`config.mk`:
```
export PLATFORM = sky130hd
export DESIGN_NAME = mecanum_drive_command_decoder
export DESIGN_NICKNAME = d
export VERILOG_FILES = /design/src/rtl/mdcd_pkg.sv /design/src/rtl/mdcd_wheel_mix.sv /design/src/rtl/mecanum_drive_command_decoder.sv
export SDC_FILE = /design/constraint.sdc
export NUM_CORES = 1
export LEC_CHECK = 0
export ABC_AREA = 1
export BUFFER_PORTS_ARGS = -buffer_cell sky130_fd_sc_hd__buf_2
export CAP_MARGIN = 25
export CORE_UTILIZATION = 60
export DETAILED_ROUTE_END_ITERATION = 8
export HOLD_SLACK_MARGIN = 0.06
export PLACE_DENSITY = 0.79
export SETUP_SLACK_MARGIN = 0.02
export SLEW_MARGIN = 0
export SYNTH_ARGS = -nofsm -noshare
export SYNTH_HDL_FRONTEND = slang
export SYNTH_SLANG_ARGS = --single-unit
export TNS_END_PERCENT = 10
```
`constraint.sdc`:
```
create_clock -name clk_i -period 6.8 [get_ports clk_i]
set_input_delay 1.7 -clock clk_i [delete_from_list [all_inputs] [get_ports clk_i]]
set_output_delay 1.7 -clock clk_i [all_outputs]
set_load 0.01 [all_outputs]
```
`src/rtl/mdcd_pkg.sv`:
```
// shared types, constants and helpers for the mecanum drive command decoder
package mdcd_pkg;

  localparam int unsigned ByteW    = 8;
  localparam int unsigned TimeW    = 16;
  localparam int unsigned CfgIdxW  = 2;
  localparam int unsigned CfgDataW = 16;
  localparam int unsigned SpeedW   = 12;

  localparam logic [ByteW-1:0] HeaderReset  = 8'hAA;
  localparam logic [ByteW-1:0] FooterReset  = 8'h55;
  localparam logic [TimeW-1:0] TimeoutReset = 16'd500;
  localparam logic [ByteW-1:0] CenterReset  = 8'd127;
  localparam logic [ByteW-1:0] PwmMax       = 8'hFF;
  localparam logic [TimeW-1:0] ElapsedMax   = 16'hFFFF;

  typedef enum logic [CfgIdxW-1:0] {
    REG_HEADER  = 2'd0,
    REG_FOOTER  = 2'd1,
    REG_TIMEOUT = 2'd2,
    REG_CENTER  = 2'd3
  } cfg_reg_e;

  typedef enum logic {
    CMD_BYTE = 1'b0,
    CMD_TICK = 1'b1
  } cmd_e;

  typedef struct packed {
    logic             command;
    logic [ByteW-1:0] rx_byte;
  } mdcd_in_t;

  typedef struct packed {
    logic             dir_left_front;
    logic [ByteW-1:0] pwm_left_front;
    logic             dir_right_front;
    logic [ByteW-1:0] pwm_right_front;
    logic             dir_left_back;
    logic [ByteW-1:0] pwm_left_back;
    logic             dir_right_back;
    logic [ByteW-1:0] pwm_right_back;
    logic             is_timeout_stop;
  } mdcd_out_t;

  typedef struct packed {
    logic             dir;
    logic [ByteW-1:0] pwm;
  } wheel_t;

  function automatic wheel_t wheel_drive(input logic signed [SpeedW-1:0] s);
    logic signed [SpeedW-1:0] mag;
    wheel_t w;
    mag   = s[SpeedW-1] ? -s : s;
    w.dir = !s[SpeedW-1] && (s != '0);
    w.pwm = (mag > $signed({{(SpeedW-ByteW){1'b0}}, PwmMax})) ? PwmMax : mag[ByteW-1:0];
    return w;
  endfunction

endpackage

```
`src/rtl/mdcd_wheel_mix.sv`:
```
// centers the three axis bytes and mixes them into four wheel drives
module mdcd_wheel_mix (
  input  logic [mdcd_pkg::ByteW-1:0] fwd_i,
  input  logic [mdcd_pkg::ByteW-1:0] strafe_i,
  input  logic [mdcd_pkg::ByteW-1:0] rot_i,
  input  logic [mdcd_pkg::ByteW-1:0] center_i,
  output mdcd_pkg::mdcd_out_t        res_o
);
  import mdcd_pkg::*;

  localparam int unsigned PadW = SpeedW - ByteW;

  logic signed [SpeedW-1:0] x, y, r;
  logic signed [SpeedW-1:0] s_lf, s_rf, s_lb, s_rb;
  wheel_t w_lf, w_rf, w_lb, w_rb;

  assign x = ($signed({{PadW{1'b0}}, fwd_i})    - $signed({{PadW{1'b0}}, center_i})) <<< 1;
  assign y = ($signed({{PadW{1'b0}}, strafe_i}) - $signed({{PadW{1'b0}}, center_i})) <<< 1;
  assign r = ($signed({{PadW{1'b0}}, rot_i})    - $signed({{PadW{1'b0}}, center_i})) <<< 1;

  assign s_lf = x + y + r;
  assign s_rf = x - y - r;
  assign s_lb = x - y + r;
  assign s_rb = x + y - r;

  assign w_lf = wheel_drive(s_lf);
  assign w_rf = wheel_drive(s_rf);
  assign w_lb = wheel_drive(s_lb);
  assign w_rb = wheel_drive(s_rb);

  always_comb begin
    res_o.dir_left_front  = w_lf.dir;
    res_o.pwm_left_front  = w_lf.pwm;
    res_o.dir_right_front = w_rf.dir;
    res_o.pwm_right_front = w_rf.pwm;
    res_o.dir_left_back   = w_lb.dir;
    res_o.pwm_left_back   = w_lb.pwm;
    res_o.dir_right_back  = w_rb.dir;
    res_o.pwm_right_back  = w_rb.pwm;
    res_o.is_timeout_stop = 1'b0;
  end

endmodule

```
`src/rtl/mecanum_drive_command_decoder.sv`:
```
// top level: frame parser, watchdog and wheel command output register
//
// channel | direction | signals                              | transfer when
// in      | in        | in_valid_i, in_stall_o, in_data_i    | valid high, stall low
// out     | out       | out_valid_o, out_stall_i, out_data_o | valid high, stall low
// cfg     | in        | cfg_we_i, cfg_idx_i, cfg_wdata_i     | write enable high
//
// one item per cycle while the input is not stalled; an item is held in the input
// register and its result, if any, is registered in the output register as it moves on
// reset clears the frame parser, watchdog, valids and registers to defaults
// a stalled output holds the result; input stalls only when the input
// register holds an item that cannot move on
module mecanum_drive_command_decoder (
  input  logic                          clk_i,
  input  logic                          rst_ni,
  input  logic                          in_valid_i,
  output logic                          in_stall_o,
  input  mdcd_pkg::mdcd_in_t            in_data_i,
  output logic                          out_valid_o,
  input  logic                          out_stall_i,
  output mdcd_pkg::mdcd_out_t           out_data_o,
  input  logic                          cfg_we_i,
  input  logic [mdcd_pkg::CfgIdxW-1:0]  cfg_idx_i,
  input  logic [mdcd_pkg::CfgDataW-1:0] cfg_wdata_i
);
  import mdcd_pkg::*;

  typedef enum logic [2:0] {
    PH_HEADER = 3'd0,
    PH_FWD    = 3'd1,
    PH_STRAFE = 3'd2,
    PH_ROT    = 3'd3,
    PH_FOOTER = 3'd4
  } phase_e;

  logic [ByteW-1:0] header_q, footer_q, center_q;
  logic [TimeW-1:0] timeout_q;

  logic      s1_vld_q;
  mdcd_in_t  s1_q;
  logic      out_vld_q;
  mdcd_out_t out_q;

  phase_e           phase_q, phase_d;
  logic [ByteW-1:0] fwd_q, strafe_q, rot_q;
  logic [TimeW-1:0] elapsed_q, elapsed_d;
  logic             stop_sent_q, stop_sent_d;

  logic      out_free, s1_go, in_xfer;
  logic      is_tick, fire, frame_ok;
  mdcd_out_t mix_res, stop_res;

  // config registers
  always_ff @(posedge clk_i or negedge rst_ni) begin
    if (!rst_ni) begin
      header_q  <= HeaderReset;
      footer_q  <= FooterReset;
      timeout_q <= TimeoutReset;
      center_q  <= CenterReset;
    end else if (cfg_we_i) begin
      unique case (cfg_reg_e'(cfg_idx_i))
        REG_HEADER:  header_q  <= cfg_wdata_i[ByteW-1:0];
        REG_FOOTER:  footer_q  <= cfg_wdata_i[ByteW-1:0];
        REG_TIMEOUT: timeout_q <= cfg_wdata_i[TimeW-1:0];
        REG_CENTER:  center_q  <= cfg_wdata_i[ByteW-1:0];
        default: ;
      endcase
    end
  end

  assign out_free   = !out_vld_q || !out_stall_i;
  assign s1_go      = s1_vld_q && out_free;
  assign in_stall_o = s1_vld_q && !out_free;
  assign in_xfer    = in_valid_i && !in_stall_o;

  assign is_tick  = (s1_q.command == CMD_TICK);
  assign fire     = is_tick && (elapsed_q >= timeout_q) && !stop_sent_q;
  assign frame_ok = !is_tick && (phase_q == PH_FOOTER) && (s1_q.rx_byte == footer_q);

  mdcd_wheel_mix u_mix (
    .fwd_i    (fwd_q),
    .strafe_i (strafe_q),
    .rot_i    (rot_q),
    .center_i (center_q),
    .res_o    (mix_res)
  );

  always_comb begin
    stop_res                 = '0;
    stop_res.is_timeout_stop = 1'b1;
  end

  always_comb begin
    phase_d     = phase_q;
    elapsed_d   = elapsed_q;
    stop_sent_d = stop_sent_q;
    if (is_tick) begin
      if (elapsed_q != ElapsedMax) elapsed_d = elapsed_q + TimeW'(1);
      if (fire) stop_sent_d = 1'b1;
    end else begin
      unique case (phase_q)
        PH_FWD:    phase_d = PH_STRAFE;
        PH_STRAFE: phase_d = PH_ROT;
        PH_ROT:    phase_d = PH_FOOTER;
        PH_FOOTER: begin
          phase_d = PH_HEADER;
          if (frame_ok) begin
            elapsed_d   = '0;
            stop_sent_d = 1'b0;
          end
        end
        default: phase_d = (s1_q.rx_byte == header_q) ? PH_FWD : PH_HEADER;
      endcase
    end
  end

  // input register, parser state and output register
  always_ff @(posedge clk_i or negedge rst_ni) begin
    if (!rst_ni) begin
      s1_vld_q    <= 1'b0;
      s1_q        <= '0;
      out_vld_q   <= 1'b0;
      out_q       <= '0;
      phase_q     <= PH_HEADER;
      fwd_q       <= '0;
      strafe_q    <= '0;
      rot_q       <= '0;
      elapsed_q   <= '0;
      stop_sent_q <= 1'b0;
    end else begin
      if (in_xfer) begin
        s1_vld_q <= 1'b1;
        s1_q     <= in_data_i;
      end else if (s1_go) begin
        s1_vld_q <= 1'b0;
      end
      if (out_free) begin
        out_vld_q <= s1_go && (fire || frame_ok);
      end
      if (s1_go && fire) begin
        out_q <= stop_res;
      end else if (s1_go && frame_ok) begin
        out_q <= mix_res;
      end
      if (s1_go) begin
        phase_q     <= phase_d;
        elapsed_q   <= elapsed_d;
        stop_sent_q <= stop_sent_d;
        if (!is_tick) begin
          if (phase_q == PH_FWD)    fwd_q    <= s1_q.rx_byte;
          if (phase_q == PH_STRAFE) strafe_q <= s1_q.rx_byte;
          if (phase_q == PH_ROT)    rot_q    <= s1_q.rx_byte;
        end
      end
    end
  end

  assign out_valid_o = out_vld_q;
  assign out_data_o  = out_q;

  a_fire_marks_sent: assert property (@(posedge clk_i) disable iff (!rst_ni)
    s1_go && fire |=> stop_sent_q && out_vld_q && out_q.is_timeout_stop)
    else $error("stop not recorded after watchdog fire");

  a_frame_clears_watchdog: assert property (@(posedge clk_i) disable iff (!rst_ni)
    s1_go && frame_ok |=> elapsed_q == '0 && !stop_sent_q && out_vld_q)
    else $error("good frame did not reset watchdog");

  a_stall_needs_item: assert property (@(posedge clk_i) disable iff (!rst_ni)
    in_stall_o |-> s1_vld_q && out_vld_q)
    else $error("input stalled with nothing held");

  a_stop_is_zero: assert property (@(posedge clk_i) disable iff (!rst_ni)
    out_vld_q && out_q.is_timeout_stop |->
      out_q.pwm_left_front == '0 && out_q.pwm_right_front == '0 &&
      out_q.pwm_left_back == '0 && out_q.pwm_right_back == '0 &&
      !out_q.dir_left_front && !out_q.dir_right_front &&
      !out_q.dir_left_back && !out_q.dir_right_back)
    else $error("watchdog stop carries nonzero drive");

endmodule

```
**Word-level counts from Yosys, hierarchy flattened**

Index checks and enable logic that the tools add are counted.

- Logic and storage cells: 122
- Input port bits: 32
- Bits in writable memories: 0
- Memories kept: 0
- Register bits: 132
- Memory bits (read-only): 0
- Latch bits: 0

- Shift-type cells: 0
- Add/subtract/negate cells: 14
- $lt $le $gt $ge: 5
- Mux-type cells: 22
- Divide/modulo/power cells: 0
- Multiply operators: 0
- Bitwise gates (word level): 1
- Equality and inequality tests: 12
- Reduce and logical (&&, ||, !) cells: 45

Operators by type and width:

| kind | count |
|---|---|
| two-way mux 37 bit | 2 |
| two-way mux 16 bit | 4 |
| > comparator 12 x 9 -> 1 bit, second input constant | 4 |
| two-way mux 12 bit | 4 |
| negator 12 bit | 4 |
| nonzero test 12 bit | 4 |
| adder 12 bit | 3 |
| subtractor 12 bit | 3 |
| two-way mux 8 bit | 4 |
| subtractor 8 x 8 -> 9 bit | 3 |
| adder 16 x 1 -> 16 bit, second input constant | 1 |
| equality test 8 bit | 2 |
| greater-or-equal comparator 16 bit | 1 |
| inequality test 16 bit, second input constant | 1 |
| logical AND 1 bit | 14 |
| one-hot mux 3 bit (4 select lines) | 1 |
| logical NOT 1 bit | 10 |
| AND reduction 2 bit | 5 |
| AND reduction 3 bit | 3 |
| AND reduction 4 bit | 2 |
| nonzero test 2 bit | 4 |
| two-way mux 1 bit | 7 |
| equality test 3 x 2 -> 1 bit, second input constant | 2 |
| equality test 2 bit, second input constant | 2 |
| 7 further kinds | 9 |

**Logic depth before layout (Yosys ltp)**

- Depth after elaboration: 9
- Gate-level depth with buffers: 36

**Modules after synthesis**

A second synthesis with hierarchy kept.

- Cell total of the unflattened synthesis: 1602
- Area, all modules: 11173.2 um^2

By module, submodules not included:

| module | instances | seq. area each (um^2) | cells an instance | area an instance (um^2) |
|---|---|---|---|---|
| mecanum_drive_command_decoder | 1 | 3329.4 | 728 | 6160.9 |
| mdcd_wheel_mix | 1 | 0.0 | 874 | 5012.3 |

**Least setup slack after synthesis**

No wires, ideal clock.

- Path kind: register -> register
- Start point: register center_q[1]
- End point: register out_q (netlist bit out_data_o[20])
- Path slack: 2.203 ns
- Data arrival time: 4.470 ns
- Path buffers: 2
- Cell stages (with the launch flop): 31
- Setup time: 0.127 ns
- Path through: dfstp_2 > inv_1 > fa_1 > xor2_1 > inv_1 > ha_1 > buf_6 > inv_2 > o31ai_1 > a21oi_1 > o21bai_1 > a21oi_1 > o21ai_0 > xor2_1 > inv_1 > ha_1 > buf_2 > nor2_1 > inv_1 > nor2_1 > nand3b_1 > nand3_2 > inv_2 > nand3_2 > nand2_4 > inv_4 > nand2_1 > a21oi_2 > nand2_2 > nand3_4 > nand3_1

- Word-level cells in the longest chain between the ends: 9

RTL lines:

| what | line | text |
|---|---|---|
| start, declared | mecanum_drive_command_decoder.sv:36 | `logic [ByteW-1:0] header_q, footer_q, center_q;` |
| start signal, assigned | mecanum_drive_command_decoder.sv:59 | `center_q <= CenterReset;` |
| start signal, assigned | mecanum_drive_command_decoder.sv:65 | `REG_CENTER: center_q <= cfg_wdata_i[ByteW-1:0];` |
| subtractor 8 x 8 -> 9 bit, on equally long branches | mdcd_wheel_mix.sv:17, mdcd_wheel_mix.sv:18 |  |
| subtractor 12 bit | mdcd_wheel_mix.sv:22 | `assign s_rf = x - y - r;` |
| subtractor 12 bit (*) | mdcd_wheel_mix.sv:22 |  |
| negator 12 bit | mdcd_pkg.sv:54 | `mag = s[SpeedW-1] ? -s : s;` |
| two-way mux 12 bit (*) | mdcd_pkg.sv:54 |  |
| > comparator 12 x 9 -> 1 bit | mdcd_pkg.sv:56 | `w.pwm = (mag > $signed({{(SpeedW-ByteW){1'b0}}, PwmMax})) ? PwmMax : mag[ByteW-1:0];` |
| two-way mux 8 bit (*) | mdcd_pkg.sv:56 |  |
| two-way mux 37 bit (*) | mecanum_drive_command_decoder.sv:142 | `end else if (s1_go && frame_ok) begin` |
| two-way mux 37 bit (*) | mecanum_drive_command_decoder.sv:140 | `if (s1_go && fire) begin` |
| end signal, assigned | mecanum_drive_command_decoder.sv:141 | `out_q <= stop_res;` |
| end signal, assigned | mecanum_drive_command_decoder.sv:143 | `out_q <= mix_res;` |
| end, declared | mecanum_drive_command_decoder.sv:42 | `mdcd_out_t out_q;` |

Mark *: on every way between the ends. The rest lies on a longest branch, timed or not. The select of a mux whose other input is x is not followed.
A chain may end at the register's enable or synchronous reset.

**Worst setup path in the final report**

- Start point: register center_q[1]
- End point: register out_q (netlist bit out_data_o[11])

- Word-level cells in the longest chain between the ends: 9

RTL lines:

| what | line | text |
|---|---|---|
| subtractor 8 x 8 -> 9 bit, on equally long branches | mdcd_wheel_mix.sv:17, mdcd_wheel_mix.sv:18 |  |
| subtractor 12 bit | mdcd_wheel_mix.sv:23 | `assign s_lb = x - y + r;` |
| adder 12 bit (*) | mdcd_wheel_mix.sv:23 |  |
| negator 12 bit | mdcd_pkg.sv:54 |  |
| two-way mux 12 bit (*) | mdcd_pkg.sv:54 |  |
| > comparator 12 x 9 -> 1 bit | mdcd_pkg.sv:56 |  |
| two-way mux 8 bit (*) | mdcd_pkg.sv:56 |  |
| two-way mux 37 bit (*) | mecanum_drive_command_decoder.sv:142 |  |
| two-way mux 37 bit (*) | mecanum_drive_command_decoder.sv:140 |  |

Marks and branches as above.

==> flow_metrics.env <==
export IMPL_critPathBufInv=7
export IMPL_postRouteAntennaNets=0
export IMPL_dp_hpwl_microns=20500
export IMPL_h_tree_depth=4
export IMPL_end_kind="register"
export IMPL_hp_class="reg -> reg"
export IMPL_regToRegStartpoint="center_q[1]$_DFFE_PN1P_"
export IMPL_synth_seq_area_share_pct=30.2
export IMPL_cts_root_buffer="clkbuf_16"
export IMPL_dpl_cell_count=1762
export IMPL_fin_crit_sh_pct=79.0
export IMPL_fin_nets=1697
export IMPL_drv_cap=0
export IMPL_finalClockSkew_ps=9.60
export IMPL_post_cts_buffers=0
export IMPL_required_ps=7090
export IMPL_syn_area_sq_um=11000
export IMPL_async_flop_share_pct=100
export IMPL_synth_edf_count=0
export IMPL_dieArea_sq_um=18900
export IMPL_tightest_slew_ps=999
export IMPL_io_pins=71
export IMPL_syn_avg_cell_area_sq_um=7.41
export IMPL_r2r_setup_slack_ps=1430
export IMPL_drc=0
export IMPL_cp_start_kind="register"
export IMPL_critical_path_top_delay_family="compound AO/OA/AOI/OAI gates"
export IMPL_die_w_microns=138
export IMPL_final_max_slew_viol_count=0
export IMPL_mappedNetlistNets=1631
export IMPL_cp_max_fo=9
export IMPL_arrival_ps=5670
export IMPL_wire_per_inst_microns=14.8
export IMPL_critPathKind="reg -> reg"
export IMPL_final_layout_size_suffix_gt1_share_pct=15.5
export IMPL_area_growth_pct=9.99
export IMPL_rr_worst_depth=28
export IMPL_dr_pass1_iters=7
export IMPL_port_buffers=70
export IMPL_fin_crit_ps=5370
export IMPL_synth_seq_cells=132
export IMPL_clock_fmax_mhz=186
export IMPL_rsz0062_at_grt="false"
export IMPL_utilization_pct=67.5
export IMPL_grt_pass1_wl_microns=42800
export IMPL_slew_headroom_pct=33.1
export IMPL_drtIter0Drc=611
export IMPL_slowest_delay_ps=580
export IMPL_cts_buffer_depth=2
export IMPL_slowest_stage="dfstp_2"
export IMPL_dp_slack_ps=1580
export IMPL_hold_viol_final=0
export IMPL_layout_common_cells="nand2_1, inv_1, dfrtp_1"
export IMPL_reg2reg_to="out_data_o[11]$_DFFE_PN0P_"
export IMPL_nFillCells=1530
export IMPL_final_common_cell="nand2_1"
export IMPL_rows=49
export IMPL_dominantRegCellSynth="dfrtp_1"
export IMPL_fin_setup_tns_ps=0
export IMPL_hold_start="out_data_o[18]$_DFFE_PN0P_"
export IMPL_track_usage_pct=29.1
export IMPL_dr_total_vias=9710
export IMPL_antennaDiodeCount=0
export IMPL_initial_core_util_pct=61.4
export IMPL_stdcell_count=1795
export IMPL_place_congestion=0.986
export IMPL_status="complete, no violations"
export IMPL_hold_end="out_data_o[18]$_DFFE_PN0P_"
export IMPL_hold_buffers=0
export IMPL_netlist_cell_type_count=54
export IMPL_setup_viol=0
export IMPL_numCtsBuffers=17
export IMPL_grt_pass1_vias=8973
export IMPL_grt_max_degree=73
export IMPL_hold_depth=2
export IMPL_ys_warn_count=0
export IMPL_gr_total_overflow=0
export IMPL_drt_total_wl_microns=26600
export IMPL_syn_instance_count=1487
export IMPL_cts_resized=0
export IMPL_cts_tree="yes"
export IMPL_layout_setup_ws_ps=1430
export IMPL_die_y_microns=138
export IMPL_clock_sinks=132
export IMPL_coreArea_sq_um=18000
export IMPL_clkLatencyLatePin_ps=420
export IMPL_avgViaCountPerCell=5.41
export IMPL_antenna_found_initial=0
export IMPL_clkSlewWorstSetupHoldPaths_ps=60
export IMPL_cp_common_cell="inv_1"
export IMPL_largest_reg_flops=37
layer usage:
| metal | vias to the layer above | GRT usage (%) | wire (microns) |
|---|---|---|---|
| met5 | - | 0 | 0 |
| met4 | 0 | 9.95 | 716 |
| met3 | 51 | 4.27 | 1240 |
| met2 | 263 | 50.3 | 12800 |
| li1 | 4943 | - | - |
| met1 | 4453 | 37.0 | 11800 |
logic make-up after synthesis:
group	synth area share (%)
simple gates	29.4
buf+inv	8.84
compound gates	11.2
flops	30.2
fa+ha+maj	13.3
xor+xnor	5.55
mux	1.53
cell usage after synthesis, drive strengths merged (3+ instances only):
cell / instances / area (sq um)
nand4: 21 / 131
dfstp: 21 / 552
xor2: 42 / 375
clkbuf: 14 / 52.6
dfrtp: 111 / 2780
nand3: 132 / 806
fa: 9 / 180
mux2: 15 / 169
o211ai: 6 / 45.0
nor3: 17 / 90.1
a31oi: 4 / 25.0
nand2: 398 / 1560
o31ai: 7 / 52.6
nand3b: 5 / 37.5
inv: 217 / 827
a21oi: 91 / 512
o21bai: 13 / 101
nor2: 117 / 517
ha: 103 / 1290
o21ai: 84 / 428
buf: 12 / 91.3
a22oi: 4 / 30.0
xnor2: 27 / 236
or2: 3 / 21.3
how the worst max path moves through the flow:
stage / startpoint / to / depth (start not counted)
after detailed placement: center_q[0]$_DFFE_PN1P_ / out_data_o[11]$_DFFE_PN0P_ / 29
after global placement: center_q[1]$_DFFE_PN1P_ / out_data_o[22]$_DFFE_PN0P_ / 28
after floorplan: center_q[1]$_DFFE_PN1P_ / out_data_o[20]$_DFFE_PN0P_ / 30
after global routing: center_q[1]$_DFFE_PN1P_ / out_data_o[11]$_DFFE_PN0P_ / 28
after CTS: center_q[1]$_DFFE_PN1P_ / out_data_o[11]$_DFFE_PN0P_ / 28
final: center_q[1]$_DFFE_PN1P_ / out_data_o[11]$_DFFE_PN0P_ / 28
through the flow:
stage | hold slack [ps] | area (sq um)
detailed placement | 468 | 11500
global route | 501 | 12100
CTS | 485 | 12100
finish | 482 | 12100
floorplan | 446 | 11000
global placement | 463 | 11500
area by class of cell:
cell class | instances | area (sq um) | share of cell area [%]
Tap cell | 229 | 287 | 2.36
Inverter | 218 | 831 | 6.85
Clock inverter | 10 | 97.6 | 0.805
Clock buffer | 22 | 474 | 3.91
Multi-Input combinational cell | 1111 | 6720 | 55.4
Timing Repair Buffer | 73 | 387 | 3.19
Sequential cell | 132 | 3330 | 27.5
worst register-to-register path, delay by kind of cell, from the launching register on:
kind                       cells  cell delay (ps)
AOI/OAI and AO/OA              7             1450
xor gates and xnor gates       2              430
adders and majority gates      3             1370
buffers and inverters          7              640
DFF                            1              580
and+or+nand+nor                9              810
Power is left out: the tool's default activity adds up to more than one toggle a clock period on the data nets, which glitch-free logic cannot reach.
